**config.mk**
```make
export PLATFORM = sky130hd
export DESIGN_NAME = sedm_ctrl
export DESIGN_NICKNAME = d
export VERILOG_FILES = /design/src/hw/rtl/sedm_pkg.sv /design/src/hw/rtl/sedm_ctrl.sv
export VERILOG_INCLUDE_DIRS = /design/src /design/src/hw/rtl
export SDC_FILE = /design/constraint.sdc
export NUM_CORES = 1
export LEC_CHECK = 0
export BUFFER_PORTS_ARGS = -buffer_cell sky130_fd_sc_hd__buf_2
export CORE_MARGIN = 2
export CORE_UTILIZATION = 43
export CTS_CLUSTER_SIZE = 8
export DETAILED_ROUTE_END_ITERATION = 6
export HOLD_SLACK_MARGIN = 0.15
export PLACE_DENSITY_LB_ADDON = 0.08
export SETUP_SLACK_MARGIN = 0.2
export SLEW_MARGIN = 20
export SYNTH_ARGS = -nofsm -noshare
export SYNTH_HDL_FRONTEND = slang
export SYNTH_SLANG_ARGS = --single-unit
```
**constraint.sdc**
```tcl
create_clock -name clk -period 1.8 [get_ports clk]
set_clock_uncertainty 0.05 [all_clocks]
set_input_delay 0.09 -clock clk [delete_from_list [all_inputs] [get_ports clk]]
set_output_delay 0.09 -clock clk [all_outputs]
set_load 0.005 [all_outputs]
```
**src/hw/rtl/spi_eeprom_device_model_defines.svh**
```systemverilog
// Assertion macros shared by the SPI EEPROM device model RTL.
// Expects signals clk and rst_n in the including scope.
`ifndef SPI_EEPROM_DEVICE_MODEL_DEFINES_SVH
`define SPI_EEPROM_DEVICE_MODEL_DEFINES_SVH

// Same-cycle implication, checked out of reset.
`define SEDM_ASSERT_IMPL(lbl, ante, cons) \
  lbl: assert property (@(posedge clk) disable iff (!rst_n) (ante) |-> (cons)) \
    else $error("sedm assertion failed");

// Next-cycle implication, checked out of reset.
`define SEDM_ASSERT_NEXT(lbl, ante, cons) \
  lbl: assert property (@(posedge clk) disable iff (!rst_n) (ante) |=> (cons)) \
    else $error("sedm assertion failed");

`endif

```
**src/hw/rtl/sedm_pkg.sv**
```systemverilog
// Package for the SPI EEPROM device model: sizes, instruction codes,
// phase type and the memory request struct. No dependencies.
package sedm_pkg;

  localparam int ADDR_W     = 9;
  localparam int MEM_BYTES  = 1 << ADDR_W;
  localparam int PAGE_W     = 4;
  localparam int PAGE_BYTES = 1 << PAGE_W;

  localparam logic [2:0] INS_WRITE = 3'b010;
  localparam logic [2:0] INS_READ  = 3'b011;
  localparam logic [2:0] INS_WRDI  = 3'b100;
  localparam logic [2:0] INS_RDSR  = 3'b101;
  localparam logic [2:0] INS_WREN  = 3'b110;
  localparam logic [2:0] INS_NONE  = 3'b000;

  localparam logic [7:0] STATUS_WEL = 8'h02;
  localparam logic [7:0] ERASED     = 8'hFF;

  typedef enum logic [1:0] {
    PH_OPCODE = 2'd0,
    PH_ADDR   = 2'd1,
    PH_DATA   = 2'd2,
    PH_IGNORE = 2'd3
  } phase_t;

  typedef struct packed {
    logic              we;
    logic [ADDR_W-1:0] waddr;
    logic [7:0]        wdata;
    logic [ADDR_W-1:0] raddr;
  } mem_req_t;

endpackage

```
**src/hw/rtl/sedm_ctrl.sv**
```systemverilog
// Transaction decoder of the SPI EEPROM device model: phase, command,
// pointer, write-enable latch. Depends on sedm_pkg and the defines header.
`include "spi_eeprom_device_model_defines.svh"

module sedm_ctrl (
  input  logic               clk,
  input  logic               rst_n,
  input  logic               fire,
  input  logic               op,
  input  logic [7:0]         mosi,
  input  logic [7:0]         rd_data,
  output logic [7:0]         miso,
  output sedm_pkg::mem_req_t mem_req
);

  sedm_pkg::phase_t            phase_r, phase_nxt;
  logic [2:0]                  cmd_r, cmd_nxt;
  logic [sedm_pkg::ADDR_W-1:0] pointer_r, pointer_nxt;
  logic                        latch_r, latch_nxt;
  logic                        wrote_r, wrote_nxt;
  logic                        a8_r, a8_nxt;
  logic [8:0]                  addr_full;

  assign addr_full = {a8_r, mosi};

  always_ff @(posedge clk) begin
    if (!rst_n) begin
      phase_r   <= sedm_pkg::PH_OPCODE;
      cmd_r     <= sedm_pkg::INS_NONE;
      pointer_r <= '0;
      latch_r   <= 1'b0;
      wrote_r   <= 1'b0;
    end else begin
      phase_r   <= phase_nxt;
      cmd_r     <= cmd_nxt;
      pointer_r <= pointer_nxt;
      latch_r   <= latch_nxt;
      wrote_r   <= wrote_nxt;
    end
  end

  always_ff @(posedge clk) begin
    a8_r <= a8_nxt;
  end

  always_comb begin
    phase_nxt     = phase_r;
    cmd_nxt       = cmd_r;
    pointer_nxt   = pointer_r;
    latch_nxt     = latch_r;
    wrote_nxt     = wrote_r;
    a8_nxt        = a8_r;
    miso          = 8'h00;
    mem_req.we    = 1'b0;
    mem_req.waddr = pointer_r;
    mem_req.wdata = mosi;
    if (fire) begin
      if (op) begin
        if (wrote_r) begin
          latch_nxt = 1'b0;
          wrote_nxt = 1'b0;
        end
        phase_nxt = sedm_pkg::PH_OPCODE;
        cmd_nxt   = sedm_pkg::INS_NONE;
      end else begin
        case (phase_r)
          sedm_pkg::PH_OPCODE: begin
            cmd_nxt   = sedm_pkg::INS_NONE;
            phase_nxt = sedm_pkg::PH_IGNORE;
            if (mosi[7:4] == 4'h0) begin
              case (mosi[2:0])
                sedm_pkg::INS_READ: begin
                  cmd_nxt   = sedm_pkg::INS_READ;
                  a8_nxt    = mosi[3];
                  phase_nxt = sedm_pkg::PH_ADDR;
                end
                sedm_pkg::INS_WRITE: begin
                  if (latch_r) begin
                    cmd_nxt   = sedm_pkg::INS_WRITE;
                    a8_nxt    = mosi[3];
                    phase_nxt = sedm_pkg::PH_ADDR;
                  end
                end
                sedm_pkg::INS_WREN: begin
                  latch_nxt = 1'b1;
                  cmd_nxt   = sedm_pkg::INS_WREN;
                end
                sedm_pkg::INS_WRDI: begin
                  latch_nxt = 1'b0;
                  cmd_nxt   = sedm_pkg::INS_WRDI;
                end
                sedm_pkg::INS_RDSR: begin
                  cmd_nxt   = sedm_pkg::INS_RDSR;
                  phase_nxt = sedm_pkg::PH_DATA;
                end
                default: begin
                end
              endcase
            end
          end
          sedm_pkg::PH_ADDR: begin
            pointer_nxt = addr_full[sedm_pkg::ADDR_W-1:0];
            phase_nxt   = sedm_pkg::PH_DATA;
          end
          sedm_pkg::PH_DATA: begin
            case (cmd_r)
              sedm_pkg::INS_READ: begin
                miso        = rd_data;
                pointer_nxt = pointer_r + sedm_pkg::ADDR_W'(1);
              end
              sedm_pkg::INS_WRITE: begin
                mem_req.we  = 1'b1;
                wrote_nxt   = 1'b1;
                pointer_nxt = {pointer_r[sedm_pkg::ADDR_W-1:sedm_pkg::PAGE_W],
                               pointer_r[sedm_pkg::PAGE_W-1:0] + sedm_pkg::PAGE_W'(1)};
              end
              sedm_pkg::INS_RDSR: begin
                miso = latch_r ? sedm_pkg::STATUS_WEL : 8'h00;
              end
              default: begin
              end
            endcase
          end
          default: begin
          end
        endcase
      end
    end
    mem_req.raddr = pointer_nxt;
  end

  `SEDM_ASSERT_IMPL(a_write_needs_latch, mem_req.we, latch_r && (cmd_r == sedm_pkg::INS_WRITE))
  `SEDM_ASSERT_IMPL(a_wrote_implies_latch, wrote_r, latch_r)
  `SEDM_ASSERT_NEXT(a_release_to_opcode, fire && op,
                    (phase_r == sedm_pkg::PH_OPCODE) && (cmd_r == sedm_pkg::INS_NONE))

endmodule

```
Word level (Yosys, flattened, before mapping)
Cells that the tools add are included.
{"block": "totals", "ff_bits": 17, "input_bits": 20, "out_inout_bits": 35, "wordCells": 68}
{"block": "op_classes", "n_addsub": 2, "eq_ne": 12, "n_mux": 33, "bitwise_logic": 1, "n_reduce_logical": 14}
{"cell": "$pmux 9 s2", "n": 2}
{"cell": "$mux 8", "n": 3}
{"cell": "$mux 9", "n": 2}
{"cell": "$pmux 8 s2", "n": 1}
{"cell": "$pmux 3 s5", "n": 1}
{"cell": "$eq 3x2->1 const B", "n": 4}
{"cell": "$eq 3x3->1 const B", "n": 4}
{"cell": "$mux 1", "n": 12}
{"cell": "$mux 2", "n": 5}
{"cell": "$reduce_bool 2->1", "n": 5}
{"cell": "$add 9x1->9 const B", "n": 1}
{"cell": "$mux 3", "n": 3}
{"cell": "$pmux 2 s3", "n": 1}
{"cell": "$reduce_and 6->1", "n": 1}
{"cell": "$reduce_bool 3->1", "n": 2}
{"cell": "$reduce_and 5->1", "n": 1}
{"cell": "$add 4x1->4 const B", "n": 1}
{"cell": "$logic_not 4->1", "n": 1}
{"cell": "$pmux 1 s2", "n": 2}
{"cell": "$pmux 2 s2", "n": 1}
{"cell": "$reduce_and 2->1", "n": 2}
{"cell": "$reduce_and 3->1", "n": 1}
{"cell": "$eq 2x1->1 const B", "n": 1}
{"cell": "$eq 2x2->1 const B", "n": 1}
{"cell": "other kinds (4)", "n": 4}

Longest topological paths before layout
{"block": "logic_depth", "word_depth": 5, "mapped_depth": 7, "depth_no_buf": 6}

Least setup slack after synthesis
OpenSTA, ideal clock, no wires.
{"block": "synth_path", "path_type": "register -> register", "startpoint": "reg phase_r[0]", "endpoint": "reg pointer_r[1] (netlist bit)", "setup_time_ns": 0.115, "t_arrival_ns": 1.626, "required_ns": 1.635, "setup_slack_ns": 0.009, "path_stages_with_launch": 8, "n_path_buf": 1, "synth_period_minus_slack_ns": 1.791, "cell_sequence": "dfxtp_1 -> inv_1 -> ha_1 -> and3b_1 -> buf_4 -> mux2i_1 -> a311o_1 -> and2_1"}
{"element": "start: declaration", "line_no": "sedm_ctrl.sv:16", "text": "sedm_pkg::phase_t phase_r, phase_nxt;"}
{"element": "start signal: assignment", "line_no": "sedm_ctrl.sv:28", "text": "phase_r <= sedm_pkg::PH_OPCODE;"}
{"element": "start signal: assignment", "line_no": "sedm_ctrl.sv:34", "text": "phase_r <= phase_nxt;"}
{"element": "end signal: assignment", "line_no": "sedm_ctrl.sv:36", "text": "pointer_r <= pointer_nxt;"}
{"element": "end: declaration", "line_no": "sedm_ctrl.sv:18", "text": "logic [sedm_pkg::ADDR_W-1:0] pointer_r, pointer_nxt;"}

==> run summary <==
WP data arrival = 1910 ps
Multi-input logic area = 962 sq um
Dpl hpwl = 2.79 mm
Routed WL = 4.36 mm
Wire per inst = 15.8 um
Worst R2R End = pointer_r[1]$_SDFF_PN0_
Slew HR = 69.7%
RR Startpoint = phase_r[1]$_SDFFE_PN0P_
RSZ-0062 raised after global routing = yes
R2r setup slk = 80 ps
# diodes = 0
CTS max path bufs = 2
Critical setup path kind = reg -> out
TritonRoute pass-1 iters = 5
Async SR Flop Fraction = 0%
Pleak = 0.917 nW
Seq. cell area = 357 sq um
DIE AREA = 3500 sq um
Number of enable flip-flop cells after synthesis = 1
Initial drt markers = 98
I/O pin count = 55
Fin crit period = 2050 ps
Syn_area_per_cell = 7.60 sq um
Maximum fanout along the worst path = 5
Buf+Inv Stages, Crit Path = 2
Setup crit end kind = output pin
Htree depth = 1
Worst path slowest cell = dfxtp_2
Area contributors post-synth = dfxtp_1, nand2_1, and2_1, buf_4, a21oi_1
Share of layout cells above drive strength 1 = 45.5%
Failing checks = setup timing
Final-stage net count = 267
Crit path max-delay family = simple AND/OR/NAND/NOR gates
Crit path largest cell delay = 360 ps
Fill cell count = 264
CP Launch Type = flip-flop
Worst Hold Depth = 4
CTS Sinks = 17
First-pass GRT wire length = 6.48 mm
Synth cell types = 45
Register area share after synthesis = 26.8%
Peak supply drop = 0.283 mV
Initial antenna violation count = 0
Max Freq = 0.488 GHz
Synthesized flop and latch total = 17
Largest net degree at the start of global routing = 14
Hold crit path type = in -> reg
Hold endpoint = phase_r[1]$_SDFFE_PN0P_
CTS Buf Count = 3
Remaining routing DRC violations = 0
Worst r2r path cells = 7
Mapped Area = 1310 sq um
Number of global-route vias before repair = 1,374
Clock latency on the worst-skew pair = 310 ps
Req. time, crit path = 1660 ps
HP Start = fire
Die height = 59.1 um
Overflow after GRT = 0
Port bufs = 54
Setup ws final = -250 ps
CORE AREA = 2980 sq um
Initial core utilization = 43.9%
Layout area overhead = 48.1%
Vias/cell = 5.79
Clock root buffer = clkbuf_4
Total power = 0.804 mW
Outcome = finished with violations
Std cell rows = 20
Slew @ Worst Pin = 455 ps
Routed via count = 1,591
Post-synth top area cell = dfxtp_1
Crit path cell chain = inv_2, ha_4, and3b_2, and3_1, a21oi_1, o21ai_1, buf_2
Final period util = 114%
Ys flop type = dfxtp_1
Die X = 59.1 um
Cells after synthesis = 172
Detail Route Antenna Nets = 0
Top-count cell post-synth = nand2_1
Cell Pwr Density = 415 nW/um^2
Commonest cells in the netlist = nand2_1, dfxtp_1, a21oi_1, and2_1
Gpl congestion = 0.857
CTS tree = done
Clock slew at reported path FFs = 120 ps
Max Slew Vio Count = 0
Setup violators final = 16
Max-capacitance violation count = 0
Fin. Hold Viols = 0
Syn nets = 196
Pre-CTS setup slack = 60.1 ps
Warnings from Yosys = 0
Post-synth top area share = 24.5%
Gr usage total = 24.2%
## repair_timing
item	4_1_cts	5_1_grt
endpoints found under the setup margin	22	27
hold buffers	7	0
endpoints found under the hold margin	12	0
pin swaps	1	16
buffers inserted	5	8
gates resized for setup	18	24
gates cloned	1	0
## kinds of logic after synthesis
group / after synthesis / share of synthesized area (%)
DFF: 17 / 26.8
buffers and inverters: 24 / 10.2
AOI/OAI and AO/OA: 35 / 17.4
xor gates and xnor gates: 1 / 0.670
and+or+nand+nor: 86 / 37.0
adders and majority gates: 4 / 3.83
muxes: 5 / 4.02
## sequential cells by signal, indices dropped and copies added (netlist names)
signal     count
latch_r        1
cmd_r          3
a8_r           1
wrote_r        1
phase_r        2
pointer_r      9
## worst register-to-register path, stage by stage, from the launching register on
cell	delay [ps]
dfxtp_2	360
inv_2	50
ha_4	250
and3b_2	250
buf_6	130
mux2i_1	110
a311o_1	280
and2_1	140
## report_power, final
part / switching [mW] / internal (mW) / total (mW)
clock network: 0.138 / 0.0831 / 0.221
logic: 0.104 / 0.0911 / 0.195
registers: 0.00405 / 0.384 / 0.388
## area by class of cell
| type | instances | area share (%) |
|---|---|---|
| Sequential cell | 17 | 18.4 |
| Tap cell | 33 | 2.13 |
| Inverter | 9 | 1.74 |
| Multi-Input combinational cell | 132 | 49.7 |
| Clock buffer | 3 | 1.16 |
| Clock inverter | 1 | 0.258 |
| Timing Repair Buffer | 80 | 26.6 |
## metrics by stage
step           utilization (%)  hold slack, ps  cell area [sq um]  std cells  TNS, ps
3_3_place_gp              53.0             260               1580        250        0
3_5_place_dp              53.0             260               1580        250        0
2_1_floorplan                -             139               1330        172        0
4_1_cts                   59.5             132               1770        267    -1240
5_1_grt                   65.0             193               1940        275    -3660
6_report                  65.0             149               1940        275    -1900
## how the worst max path moves through the flow
stage	slack, ps	end	cells past startpoint	from
floorplan	220	pointer_r[1]$_SDFF_PN0_	7	phase_r[0]$_SDFFE_PN0P_
global placement	100	mem_req[7]	6	phase_r[0]$_SDFFE_PN0P_
detailed placement	60	mem_req[7]	6	phase_r[0]$_SDFFE_PN0P_
CTS	-200	mem_req[7]	6	phase_r[0]$_SDFFE_PN0P_
global route	-340	mem_req[6]	8	phase_r[0]$_SDFFE_PN0P_
finish	-250	mem_req[6]	7	phase_r[1]$_SDFFE_PN0P_
## cell usage in the layout, fill, tap and decap left out, drive strengths merged, types with 7 or more instances in the layout
cell type	count
a21oi	12
inv	9
buf	73
nor2	9
and3	8
nand2	21
nand3	8
dlygate4sd3	7
and2	12
dfxtp	16
## layer usage
metal / global-route usage (%) / vias to the layer above / share of wire [%]
met5: 0 / - / 0
met4: 10.4 / 0 / 2.4
met3: 4.59 / 13 / 6.2
met2: 39.4 / 67 / 48
met1: 31.2 / 755 / 43
li1: - / 756 / -
(Power assumes the default switching activity.)
